==> src/atls_pkg.sv <==
`timescale 1ns / 1ps
// ----------------------------------------------------------------------------
// atls_pkg
// Shared widths, limits, register indexes and pipeline payload types of the
// atlas tile scatter unit.
// ----------------------------------------------------------------------------
package atls_pkg;

    localparam int POS_W      = 10;
    localparam int ARGB_W     = 32;
    localparam int ORIGIN_W   = 12;
    localparam int SIDE_W     = 9;
    localparam int TOTAL_W    = 17;
    localparam int SLICE_W    = 11;
    localparam int CFG_IDX_W  = 4;
    localparam int CFG_DATA_W = 17;

    localparam int MAX_TILE_SIDE = 256;
    localparam int MAX_TILES     = 65536;

    localparam logic [ARGB_W-1:0] FILL_KEY = 32'h0000_FF00;

    // atlas coordinate: origin plus position
    localparam int AX_W       = 13;
    localparam int REM_W      = SIDE_W;
    localparam int DIV_STEPS  = 4;
    localparam int DIV_STAGES = (AX_W + DIV_STEPS - 1) / DIV_STEPS;

    localparam int IDX_W   = 23;
    localparam int INNER_W = 18;
    localparam int TILE_W  = 16;
    localparam int OFS_W   = 18;

    localparam int IN_TDATA_W  = ((2 * POS_W + ARGB_W + 7) / 8) * 8;
    localparam int OUT_TDATA_W = ((TILE_W + OFS_W + ARGB_W + 7) / 8) * 8;

    typedef enum logic [CFG_IDX_W-1:0] {
        REG_ORIGIN_X   = 4'd0,
        REG_ORIGIN_Y   = 4'd1,
        REG_SIDE_X     = 4'd2,
        REG_SIDE_Y     = 4'd3,
        REG_TILES_ROW  = 4'd4,
        REG_TILE_TOTAL = 4'd5,
        REG_SLICE_COLS = 4'd6,
        REG_SLICE_ROWS = 4'd7
    } cfg_reg_t;

    typedef struct packed {
        logic              ok;
        logic [ARGB_W-1:0] argb;
    } side_t;

    typedef struct packed {
        logic [AX_W-1:0] num_x;
        logic [AX_W-1:0] num_y;
        side_t           side;
    } div_req_t;

    typedef struct packed {
        logic [AX_W-1:0]  quo_x;
        logic [REM_W-1:0] rem_x;
        logic [AX_W-1:0]  quo_y;
        logic [REM_W-1:0] rem_y;
        side_t            side;
    } div_rsp_t;

endpackage

==> src/atls_div_pipe.sv <==
`timescale 1ns / 1ps
// ----------------------------------------------------------------------------
// atls_div_pipe
// Two-lane pipelined restoring divider: atlas x and y by the tile sides,
// a few quotient bits per stage, side data carried along.
// ----------------------------------------------------------------------------
module atls_div_pipe
    import atls_pkg::*;
(
    input  logic             clk,
    input  logic             rst_n,
    input  logic             in_valid,
    output logic             in_ready,
    input  div_req_t         in_req,
    input  logic [REM_W-1:0] den_x,
    input  logic [REM_W-1:0] den_y,
    output logic             out_valid,
    input  logic             out_ready,
    output div_rsp_t         out_rsp
);

    function automatic logic [REM_W+AX_W-1:0] div_run(
        input logic [REM_W-1:0] r_in,
        input logic [AX_W-1:0]  s_in,
        input logic [REM_W-1:0] den,
        input int               nsteps
    );
        logic [REM_W:0]   t;
        logic [REM_W-1:0] r;
        logic [AX_W-1:0]  s;
        r = r_in;
        s = s_in;
        for (int k = 0; k < DIV_STEPS; k++)
        begin
            if (k < nsteps)
            begin
                t = {r, s[AX_W-1]};
                s = {s[AX_W-2:0], 1'b0};
                if (t >= {1'b0, den})
                begin
                    t    = t - {1'b0, den};
                    s[0] = 1'b1;
                end
                r = t[REM_W-1:0];
            end
        end
        return {r, s};
    endfunction

    logic             vld_reg [DIV_STAGES];
    logic             rdy     [DIV_STAGES+1];
    logic [REM_W-1:0] rx_reg  [DIV_STAGES];
    logic [REM_W-1:0] ry_reg  [DIV_STAGES];
    logic [AX_W-1:0]  sx_reg  [DIV_STAGES];
    logic [AX_W-1:0]  sy_reg  [DIV_STAGES];
    side_t            side_reg[DIV_STAGES];

    assign rdy[DIV_STAGES] = out_ready;
    assign in_ready        = rdy[0];

    for (genvar s = 0; s < DIV_STAGES; s++)
    begin : g_stage
        localparam int NS = (AX_W - s * DIV_STEPS) < DIV_STEPS ?
                            (AX_W - s * DIV_STEPS) : DIV_STEPS;

        logic                    prev_valid;
        logic [REM_W-1:0]        rx_in;
        logic [REM_W-1:0]        ry_in;
        logic [AX_W-1:0]         sx_in;
        logic [AX_W-1:0]         sy_in;
        side_t                   side_in;
        logic [REM_W+AX_W-1:0]   x_next;
        logic [REM_W+AX_W-1:0]   y_next;

        if (s == 0)
        begin : g_first
            assign prev_valid = in_valid;
            assign rx_in      = '0;
            assign ry_in      = '0;
            assign sx_in      = in_req.num_x;
            assign sy_in      = in_req.num_y;
            assign side_in    = in_req.side;
        end
        else
        begin : g_next
            assign prev_valid = vld_reg[s-1];
            assign rx_in      = rx_reg[s-1];
            assign ry_in      = ry_reg[s-1];
            assign sx_in      = sx_reg[s-1];
            assign sy_in      = sy_reg[s-1];
            assign side_in    = side_reg[s-1];
        end

        assign rdy[s] = !vld_reg[s] || rdy[s+1];

        always_comb
        begin
            x_next = div_run(rx_in, sx_in, den_x, NS);
            y_next = div_run(ry_in, sy_in, den_y, NS);
        end

        always_ff @(posedge clk or negedge rst_n)
        begin
            if (!rst_n)
            begin
                vld_reg[s] <= 1'b0;
            end
            else if (rdy[s])
            begin
                vld_reg[s] <= prev_valid;
            end
        end

        always_ff @(posedge clk)
        begin
            if (rdy[s] && prev_valid)
            begin
                rx_reg[s]   <= x_next[REM_W+AX_W-1:AX_W];
                sx_reg[s]   <= x_next[AX_W-1:0];
                ry_reg[s]   <= y_next[REM_W+AX_W-1:AX_W];
                sy_reg[s]   <= y_next[AX_W-1:0];
                side_reg[s] <= side_in;
            end
        end
    end

    assign out_valid     = vld_reg[DIV_STAGES-1];
    assign out_rsp.quo_x = sx_reg[DIV_STAGES-1];
    assign out_rsp.rem_x = rx_reg[DIV_STAGES-1];
    assign out_rsp.quo_y = sy_reg[DIV_STAGES-1];
    assign out_rsp.rem_y = ry_reg[DIV_STAGES-1];
    assign out_rsp.side  = side_reg[DIV_STAGES-1];

    a_full_when_blocked: assert property (@(posedge clk) disable iff (!rst_n)
        !in_ready |-> out_valid)
        else $error("divider refuses requests while its last stage is empty");

endmodule

==> src/atlas_tile_scatter_unit.sv <==
`timescale 1ns / 1ps
// ----------------------------------------------------------------------------
// atlas_tile_scatter_unit
// Places source slice pixels into a tiled atlas: tile index, byte offset and
// keyed texel value for each pixel.
//
//   channel  dir  handshake                  payload
//   s_axis   in   s_axis_tvalid/tready       row, col, argb
//   m_axis   out  m_axis_tvalid/tready       tuser: write_valid; tdata: result
//   cfg      in   cfg_valid/cfg_ready        cfg_index, cfg_data
//
// One request per cycle sustained unless m_axis_tready holds the output; the
// stages are input stage, divider stages, multiply stage and output stage, the
// divider a restoring one at up to DIV_STEPS quotient bits per stage.
// Reset clears all stage valid bits and all configuration registers to zero.
// A stalled output holds every stage that is full; empty stages keep filling.
// ----------------------------------------------------------------------------
module atlas_tile_scatter_unit
    import atls_pkg::*;
(
    input  logic                   clk,
    input  logic                   rst_n,
    input  logic                   s_axis_tvalid,
    output logic                   s_axis_tready,
    input  logic [IN_TDATA_W-1:0]  s_axis_tdata,   // pixel_row, pixel_col, pixel_argb
    output logic                   m_axis_tvalid,
    input  logic                   m_axis_tready,
    output logic [OUT_TDATA_W-1:0] m_axis_tdata,   // tile_number, byte_offset, texel_argb
    output logic                   m_axis_tuser,   // write_valid
    input  logic                   cfg_valid,
    output logic                   cfg_ready,
    input  logic [CFG_IDX_W-1:0]   cfg_index,
    input  logic [CFG_DATA_W-1:0]  cfg_data
);

    localparam logic [SIDE_W:0]  SIDE_LIMIT = (SIDE_W + 1)'(MAX_TILE_SIDE);
    localparam logic [IDX_W-1:0] TILE_LIMIT = IDX_W'(MAX_TILES);

    logic [ORIGIN_W-1:0] origin_x_reg;
    logic [ORIGIN_W-1:0] origin_y_reg;
    logic [SIDE_W-1:0]   side_x_reg;
    logic [SIDE_W-1:0]   side_y_reg;
    logic [SIDE_W-1:0]   tiles_row_reg;
    logic [TOTAL_W-1:0]  tile_total_reg;
    logic [SLICE_W-1:0]  slice_cols_reg;
    logic [SLICE_W-1:0]  slice_rows_reg;

    assign cfg_ready = 1'b1;

    always_ff @(posedge clk or negedge rst_n)
    begin
        if (!rst_n)
        begin
            origin_x_reg   <= '0;
            origin_y_reg   <= '0;
            side_x_reg     <= '0;
            side_y_reg     <= '0;
            tiles_row_reg  <= '0;
            tile_total_reg <= '0;
            slice_cols_reg <= '0;
            slice_rows_reg <= '0;
        end
        else if (cfg_valid)
        begin
            case (cfg_index)
                REG_ORIGIN_X:   origin_x_reg   <= cfg_data[ORIGIN_W-1:0];
                REG_ORIGIN_Y:   origin_y_reg   <= cfg_data[ORIGIN_W-1:0];
                REG_SIDE_X:     side_x_reg     <= cfg_data[SIDE_W-1:0];
                REG_SIDE_Y:     side_y_reg     <= cfg_data[SIDE_W-1:0];
                REG_TILES_ROW:  tiles_row_reg  <= cfg_data[SIDE_W-1:0];
                REG_TILE_TOTAL: tile_total_reg <= cfg_data[TOTAL_W-1:0];
                REG_SLICE_COLS: slice_cols_reg <= cfg_data[SLICE_W-1:0];
                REG_SLICE_ROWS: slice_rows_reg <= cfg_data[SLICE_W-1:0];
                default:        ;
            endcase
        end
    end

    // input stage: atlas position, range checks, color key
    logic [POS_W-1:0]  in_row;
    logic [POS_W-1:0]  in_col;
    logic [ARGB_W-1:0] in_argb;
    logic              in_ok;

    assign in_row  = s_axis_tdata[POS_W-1:0];
    assign in_col  = s_axis_tdata[2*POS_W-1:POS_W];
    assign in_argb = s_axis_tdata[2*POS_W+ARGB_W-1:2*POS_W];

    assign in_ok = (side_x_reg != '0) && (side_y_reg != '0) && (tiles_row_reg != '0) &&
                   ({1'b0, side_x_reg} <= SIDE_LIMIT) &&
                   ({1'b0, side_y_reg} <= SIDE_LIMIT) &&
                   (SLICE_W'(in_row) < slice_rows_reg) &&
                   (SLICE_W'(in_col) < slice_cols_reg);

    logic     a_vld_reg;
    logic     a_rdy;
    div_req_t a_req_reg;
    div_req_t a_req_next;
    logic     div_in_ready;

    always_comb
    begin
        a_req_next.num_x     = AX_W'(origin_x_reg) + AX_W'(in_col);
        a_req_next.num_y     = AX_W'(origin_y_reg) + AX_W'(in_row);
        a_req_next.side.ok   = in_ok;
        a_req_next.side.argb = (in_argb == FILL_KEY) ? '0 : in_argb;
    end

    assign a_rdy         = !a_vld_reg || div_in_ready;
    assign s_axis_tready = a_rdy;

    always_ff @(posedge clk or negedge rst_n)
    begin
        if (!rst_n)
        begin
            a_vld_reg <= 1'b0;
        end
        else if (a_rdy)
        begin
            a_vld_reg <= s_axis_tvalid;
        end
    end

    always_ff @(posedge clk)
    begin
        if (a_rdy && s_axis_tvalid)
        begin
            a_req_reg <= a_req_next;
        end
    end

    // divider stages
    logic     div_out_valid;
    div_rsp_t div_rsp;
    logic     m_rdy;

    atls_div_pipe u_div
    (
        .clk       (clk),
        .rst_n     (rst_n),
        .in_valid  (a_vld_reg),
        .in_ready  (div_in_ready),
        .in_req    (a_req_reg),
        .den_x     (side_x_reg),
        .den_y     (side_y_reg),
        .out_valid (div_out_valid),
        .out_ready (m_rdy),
        .out_rsp   (div_rsp)
    );

    // multiply stage
    logic               m_vld_reg;
    logic [IDX_W-1:0]   m_prod_y_reg;
    logic [INNER_W-1:0] m_prod_r_reg;
    logic [AX_W-1:0]    m_quo_x_reg;
    logic [REM_W-1:0]   m_rem_x_reg;
    side_t              m_side_reg;
    logic               o_rdy;

    assign m_rdy = !m_vld_reg || o_rdy;

    always_ff @(posedge clk or negedge rst_n)
    begin
        if (!rst_n)
        begin
            m_vld_reg <= 1'b0;
        end
        else if (m_rdy)
        begin
            m_vld_reg <= div_out_valid;
        end
    end

    always_ff @(posedge clk)
    begin
        if (m_rdy && div_out_valid)
        begin
            m_prod_y_reg <= IDX_W'(div_rsp.quo_y) * IDX_W'(tiles_row_reg);
            m_prod_r_reg <= INNER_W'(div_rsp.rem_y) * INNER_W'(side_x_reg);
            m_quo_x_reg  <= div_rsp.quo_x;
            m_rem_x_reg  <= div_rsp.rem_x;
            m_side_reg   <= div_rsp.side;
        end
    end

    // output stage
    logic [IDX_W-1:0]   o_index;
    logic [INNER_W-1:0] o_inner;
    logic               o_hit;

    logic               o_vld_reg;
    logic               o_wv_reg;
    logic [TILE_W-1:0]  o_tile_reg;
    logic [OFS_W-1:0]   o_ofs_reg;
    logic [ARGB_W-1:0]  o_argb_reg;

    assign o_index = m_prod_y_reg + IDX_W'(m_quo_x_reg);
    assign o_inner = m_prod_r_reg + INNER_W'(m_rem_x_reg);
    assign o_hit   = m_side_reg.ok && (o_index < IDX_W'(tile_total_reg)) &&
                     (o_index < TILE_LIMIT);
    assign o_rdy   = !o_vld_reg || m_axis_tready;

    always_ff @(posedge clk or negedge rst_n)
    begin
        if (!rst_n)
        begin
            o_vld_reg <= 1'b0;
        end
        else if (o_rdy)
        begin
            o_vld_reg <= m_vld_reg;
        end
    end

    always_ff @(posedge clk)
    begin
        if (o_rdy && m_vld_reg)
        begin
            o_wv_reg   <= o_hit;
            o_tile_reg <= o_hit ? o_index[TILE_W-1:0] : '0;
            o_ofs_reg  <= o_hit ? {o_inner[OFS_W-3:0], 2'b00} : '0;
            o_argb_reg <= o_hit ? m_side_reg.argb : '0;
        end
    end

    assign m_axis_tvalid = o_vld_reg;
    assign m_axis_tuser  = o_wv_reg;
    assign m_axis_tdata  = {(OUT_TDATA_W - TILE_W - OFS_W - ARGB_W)'(0),
                            o_argb_reg, o_ofs_reg, o_tile_reg};

    a_drop_is_zero: assert property (@(posedge clk) disable iff (!rst_n)
        m_axis_tvalid && !m_axis_tuser |-> m_axis_tdata == '0)
        else $error("dropped request carries nonzero result fields");

    a_stall_from_output: assert property (@(posedge clk) disable iff (!rst_n)
        !s_axis_tready |-> m_axis_tvalid && !m_axis_tready)
        else $error("input blocked without output back-pressure");

    a_output_fed: assert property (@(posedge clk) disable iff (!rst_n)
        $rose(m_axis_tvalid) |-> $past(m_vld_reg))
        else $error("output became valid without a request in the multiply stage");

endmodule

==> config.mk <==
export PLATFORM = sky130hd
export DESIGN_NAME = atlas_tile_scatter_unit
export DESIGN_NICKNAME = d
export VERILOG_FILES = /design/src/atls_pkg.sv /design/src/atls_div_pipe.sv /design/src/atlas_tile_scatter_unit.sv
export SDC_FILE = /design/constraint.sdc
export NUM_CORES = 2
export LEC_CHECK = 0
export BUFFER_PORTS_ARGS = -buffer_cell sky130_fd_sc_hd__buf_2
export CORE_MARGIN = 4
export CORE_UTILIZATION = 43
export CTS_BUF_LIST = sky130_fd_sc_hd__clkbuf_16
export DETAILED_ROUTE_END_ITERATION = 16
export PLACE_DENSITY = 0.69
export SYNTH_ARGS = -nofsm -noshare
export SYNTH_HDL_FRONTEND = slang
export SYNTH_SLANG_ARGS = --single-unit
==> constraint.sdc <==
create_clock -name clk -period 12.1 [get_ports clk]
set_clock_uncertainty 0.2 [all_clocks]
set_input_delay 1.21 -clock clk [delete_from_list [all_inputs] [get_ports clk]]
set_output_delay 1.21 -clock clk [all_outputs]
set_load 0.05 [all_outputs]
==> flow_results.xml <==
<?xml version="1.0" encoding="UTF-8"?>
<metrics>
  <group name="critical_path">
    <metric name="crit_required" unit="ns">12.25</metric>
    <metric name="crit_buf_inv" unit="">4</metric>
    <metric name="crit_type" unit="">reg -&gt; reg</metric>
    <metric name="timing.rr.end" unit="">u_div.rx_reg[1][1]</metric>
    <metric name="critical_path.reg2reg.startpoint" unit="">side_x_reg[2]</metric>
    <metric name="worst_setup_path_start_kind" unit="">flip-flop</metric>
    <metric name="worst-path-max-fanout" unit="">13</metric>
    <metric name="reg2reg_setup_slack" unit="ns">1.85</metric>
    <metric name="worst_setup_path_end_kind" unit="">flip-flop</metric>
    <metric name="cpLargestDelayFamily" unit="">compound AO/OA/AOI/OAI gates</metric>
    <metric name="critPathArrivalTime" unit="ns">10.40</metric>
    <metric name="worst_path_max_delay_cell" unit="">inv_1</metric>
    <metric name="timing.reg2reg.worst_path_depth" unit="">33</metric>
    <metric name="timing.critical_path.slowest_cell_delay" unit="ns">0.60</metric>
  </group>
  <group name="placed_design">
    <metric name="detailed_place_hpwl" unit="um">65150</metric>
    <metric name="io_buffers" unit="">144</metric>
    <metric name="dp_slack" unit="ns">1.940</metric>
    <metric name="area_of_placed_instances" unit="um^2">42430</metric>
    <metric name="gp_congestion" unit="">0.8851</metric>
  </group>
  <group name="clocking">
    <metric name="tritoncts_buffer_count" unit="">68</metric>
    <metric name="clkTransAtPathRegs" unit="ns">0.06</metric>
    <metric name="cts-hold-fix-buffers" unit="">0</metric>
    <metric name="ctsResizeCount" unit="">0</metric>
    <metric name="post-cts-setup-buffers" unit="">0</metric>
    <metric name="insertion_delay_of_the_later_clocked_pin_in_the_worst_skew_pair" unit="ns">0.62</metric>
    <metric name="cts.sink_count" unit="">622</metric>
    <metric name="tritoncts" unit="">yes</metric>
    <metric name="root_cell_of_the_clock_tree" unit="">clkbuf_16</metric>
    <metric name="ctsLongestPathBuffers" unit="">3</metric>
    <metric name="h-tree-depth" unit="">3</metric>
  </group>
  <group name="finish">
    <metric name="layout_commonest_cell" unit="">edfxtp_1</metric>
    <metric name="largest_register_ffs" unit="">132</metric>
    <metric name="num-nets-final" unit="">4348</metric>
    <metric name="area_delta_synth_final" unit="%">11.00</metric>
    <metric name="share_of_cells_above_drive_strength_1" unit="%">12.36</metric>
    <metric name="layout.cell_area.non_filler" unit="um^2">44670</metric>
    <metric name="final_cell_mix" unit="">edfxtp_1, inv_1, ha_1</metric>
  </group>
  <group name="synth">
    <metric name="xor_xnor_portion_of_the_synthesized_cell_area" unit="%">4.375</metric>
    <metric name="post_synth.cell_area_avg" unit="um^2">11.18</metric>
    <metric name="synth-seq-area-share" unit="%">45.21</metric>
    <metric name="synth_top_family_by_area" unit="">adder cells</metric>
    <metric name="synthFlopType" unit="">edfxtp_1</metric>
    <metric name="number_of_enable_type_register_cells_in_the_synthesized_netlist" unit="">525</metric>
    <metric name="synth_compound_gate_area_share" unit="%">10.44</metric>
    <metric name="netlist_instances" unit="">3599</metric>
    <metric name="synthSimpleGateAreaFrac" unit="%">11.33</metric>
    <metric name="synthesis.yosys.warnings" unit="">0</metric>
    <metric name="post_synth_num_cell_types" unit="">93</metric>
    <metric name="ys_seq_elements" unit="">622</metric>
    <metric name="mappedNetlistArea" unit="um^2">40240</metric>
    <metric name="muxShareOfSynthArea" unit="%">4.605</metric>
    <metric name="postSynth.asyncResetShare" unit="%">15.59</metric>
    <metric name="synth_adder_area_share" unit="%">19.18</metric>
  </group>
  <group name="sta">
    <metric name="holdWs" unit="ns">0.2019</metric>
    <metric name="unrepaired_setup_endpoints_after_global_routing" unit="">no</metric>
    <metric name="max_slew_margin" unit="%">27.57</metric>
    <metric name="finalCriticalPeriod" unit="ns">10.25</metric>
    <metric name="max_freq" unit="MHz">97.58</metric>
    <metric name="setup_viol" unit="">0</metric>
    <metric name="timing.final.ws_setup" unit="ns">1.852</metric>
    <metric name="timing.final.crit_share" unit="%">84.69</metric>
    <metric name="fin_setup_tns" unit="ns">0</metric>
    <metric name="report.final.hold_viol_count" unit="">0</metric>
    <metric name="max_slew_violation_count" unit="">0</metric>
    <metric name="tightest_slew" unit="ns">1.086</metric>
  </group>
  <group name="hold_path">
    <metric name="hold_path_class" unit="">reg -&gt; reg</metric>
    <metric name="worstHoldPathCells" unit="">0</metric>
    <metric name="worst_hold_startpoint" unit="">a_req_reg[31]</metric>
    <metric name="worst_hold_path.endpoint" unit="">u_div.side_reg[0][31]</metric>
  </group>
  <group name="global_routing">
    <metric name="grt_antenna_before_repair" unit="">9</metric>
    <metric name="globalRouteTotalUtil" unit="%">17.99</metric>
    <metric name="grt.overflow.total" unit="">0</metric>
    <metric name="grt_start_max_net_pins" unit="">77</metric>
    <metric name="grt_pass1_wl" unit="um">141600</metric>
    <metric name="vias_in_the_first_global_route" unit="">26610</metric>
  </group>
  <group name="run">
    <metric name="max-cap-violations" unit="">0</metric>
  </group>
  <group name="route">
    <metric name="first_pass_detailed_route_iteration_total" unit="">5</metric>
    <metric name="vias" unit="">26570</metric>
    <metric name="ant_nets" unit="">0</metric>
    <metric name="number_of_violations_reported_at_the_end_of_detailed_routing_iteration_0" unit="">1840</metric>
    <metric name="post_drt_via_cell_ratio" unit="">5.273</metric>
    <metric name="drt_drc_violations_left" unit="">0</metric>
    <metric name="routed_wire_length_per_instance" unit="um">17.50</metric>
    <metric name="wl" unit="um">88170</metric>
  </group>
  <group name="floorplanning">
    <metric name="die-width" unit="um">313.9</metric>
    <metric name="floorplan.core_area" unit="um^2">92220</metric>
    <metric name="design.die.area" unit="um^2">98540</metric>
    <metric name="die-height" unit="um">313.9</metric>
    <metric name="io_pins" unit="">158</metric>
    <metric name="start_util" unit="%">43.64</metric>
    <metric name="placementRows" unit="">111</metric>
  </group>
  <group name="status">
    <metric name="status" unit="">complete, no violations</metric>
  </group>
</metrics>
[routing by layer]
layer  vias up  global-route usage (%)  part of all wire [%]
li1      12990                       -                     -
met5         -                       0                 0.015
met1     12790                   23.97                    44
met3       157                   3.454                   6.1
met4         2                   5.646                   3.0
met2       636                   29.79                    47
[cells in the mapped netlist (10+ instances only)]
cell        n  area (um^2)
a211oi_1   19        142.6
a21boi_0   27        202.7
a21o_1     77        578.1
a21oi_1   171        855.8
a31oi_1    15        93.84
and2_1     85        531.8
clkbuf_1   95        356.6
dfrtp_1    97         2427
edfxtp_1  525        15770
fa_1      155         3103
ha_1      369         4617
inv_1     389         1460
mux2_2    141         1588
mux2i_1    25        250.2
nand2_1   286         1074
nand2b_1   47        294.0
nand3_1    26        130.1
nand4_1    44        275.3
nor2_1    175        656.9
nor2b_1    69        431.7
nor3_1     96        480.5
nor3b_1    10        75.07
nor4_1     22        137.6
o21a_1     28        210.2
o21ai_0   184        920.9
o21bai_1   24        180.2
o31ai_1    14        105.1
or2_2      12        75.07
or3_1      13        81.33
xnor2_1   136         1191
xor2_1     65        569.3
[through the flow]
stage / util (%) / instances
after floorplan: - / 3606
after global placement: 46.01 / 4915
after detailed placement: 46.01 / 4915
after CTS: 48.43 / 5037
after global routing: 48.43 / 5037
final: 48.44 / 5039
[cell type report]
cell class,instances,area [um^2]
antenna,2,5.005
clock buffer,69,1727
clock inverter,53,504.2
fill,8264,47550
inverter,393,1475
multi-input combinational,2476,20210
sequential,622,18190
tap,1243,1555
timing repair buffer,181,1001
[worst max path at each step]
stage | startpoint | end | slack, ns | depth (start not counted)
3_5_place_dp | side_x_reg[2] | u_div.rx_reg[1][1] | 1.94 | 33
6_report | side_x_reg[2] | u_div.rx_reg[1][1] | 1.85 | 33
5_1_grt | side_x_reg[2] | u_div.rx_reg[2][3] | 1.12 | 33
2_1_floorplan | side_x_reg[1] | u_div.rx_reg[2][1] | 2.53 | 36
3_3_place_gp | side_x_reg[2] | u_div.rx_reg[1][1] | 2.05 | 33
4_1_cts | side_x_reg[2] | u_div.rx_reg[1][1] | 1.89 | 33
[cells by family after synthesis]
logic type,after synthesis
compound gates,652
xor+xnor,201
fa+ha+maj,524
buf+inv,508
flops,622
mux,167
other cells,2
simple gates,923
Power is left out: the tool's default activity adds up to more than one toggle a clock period on the data nets, which glitch-free logic cannot reach.
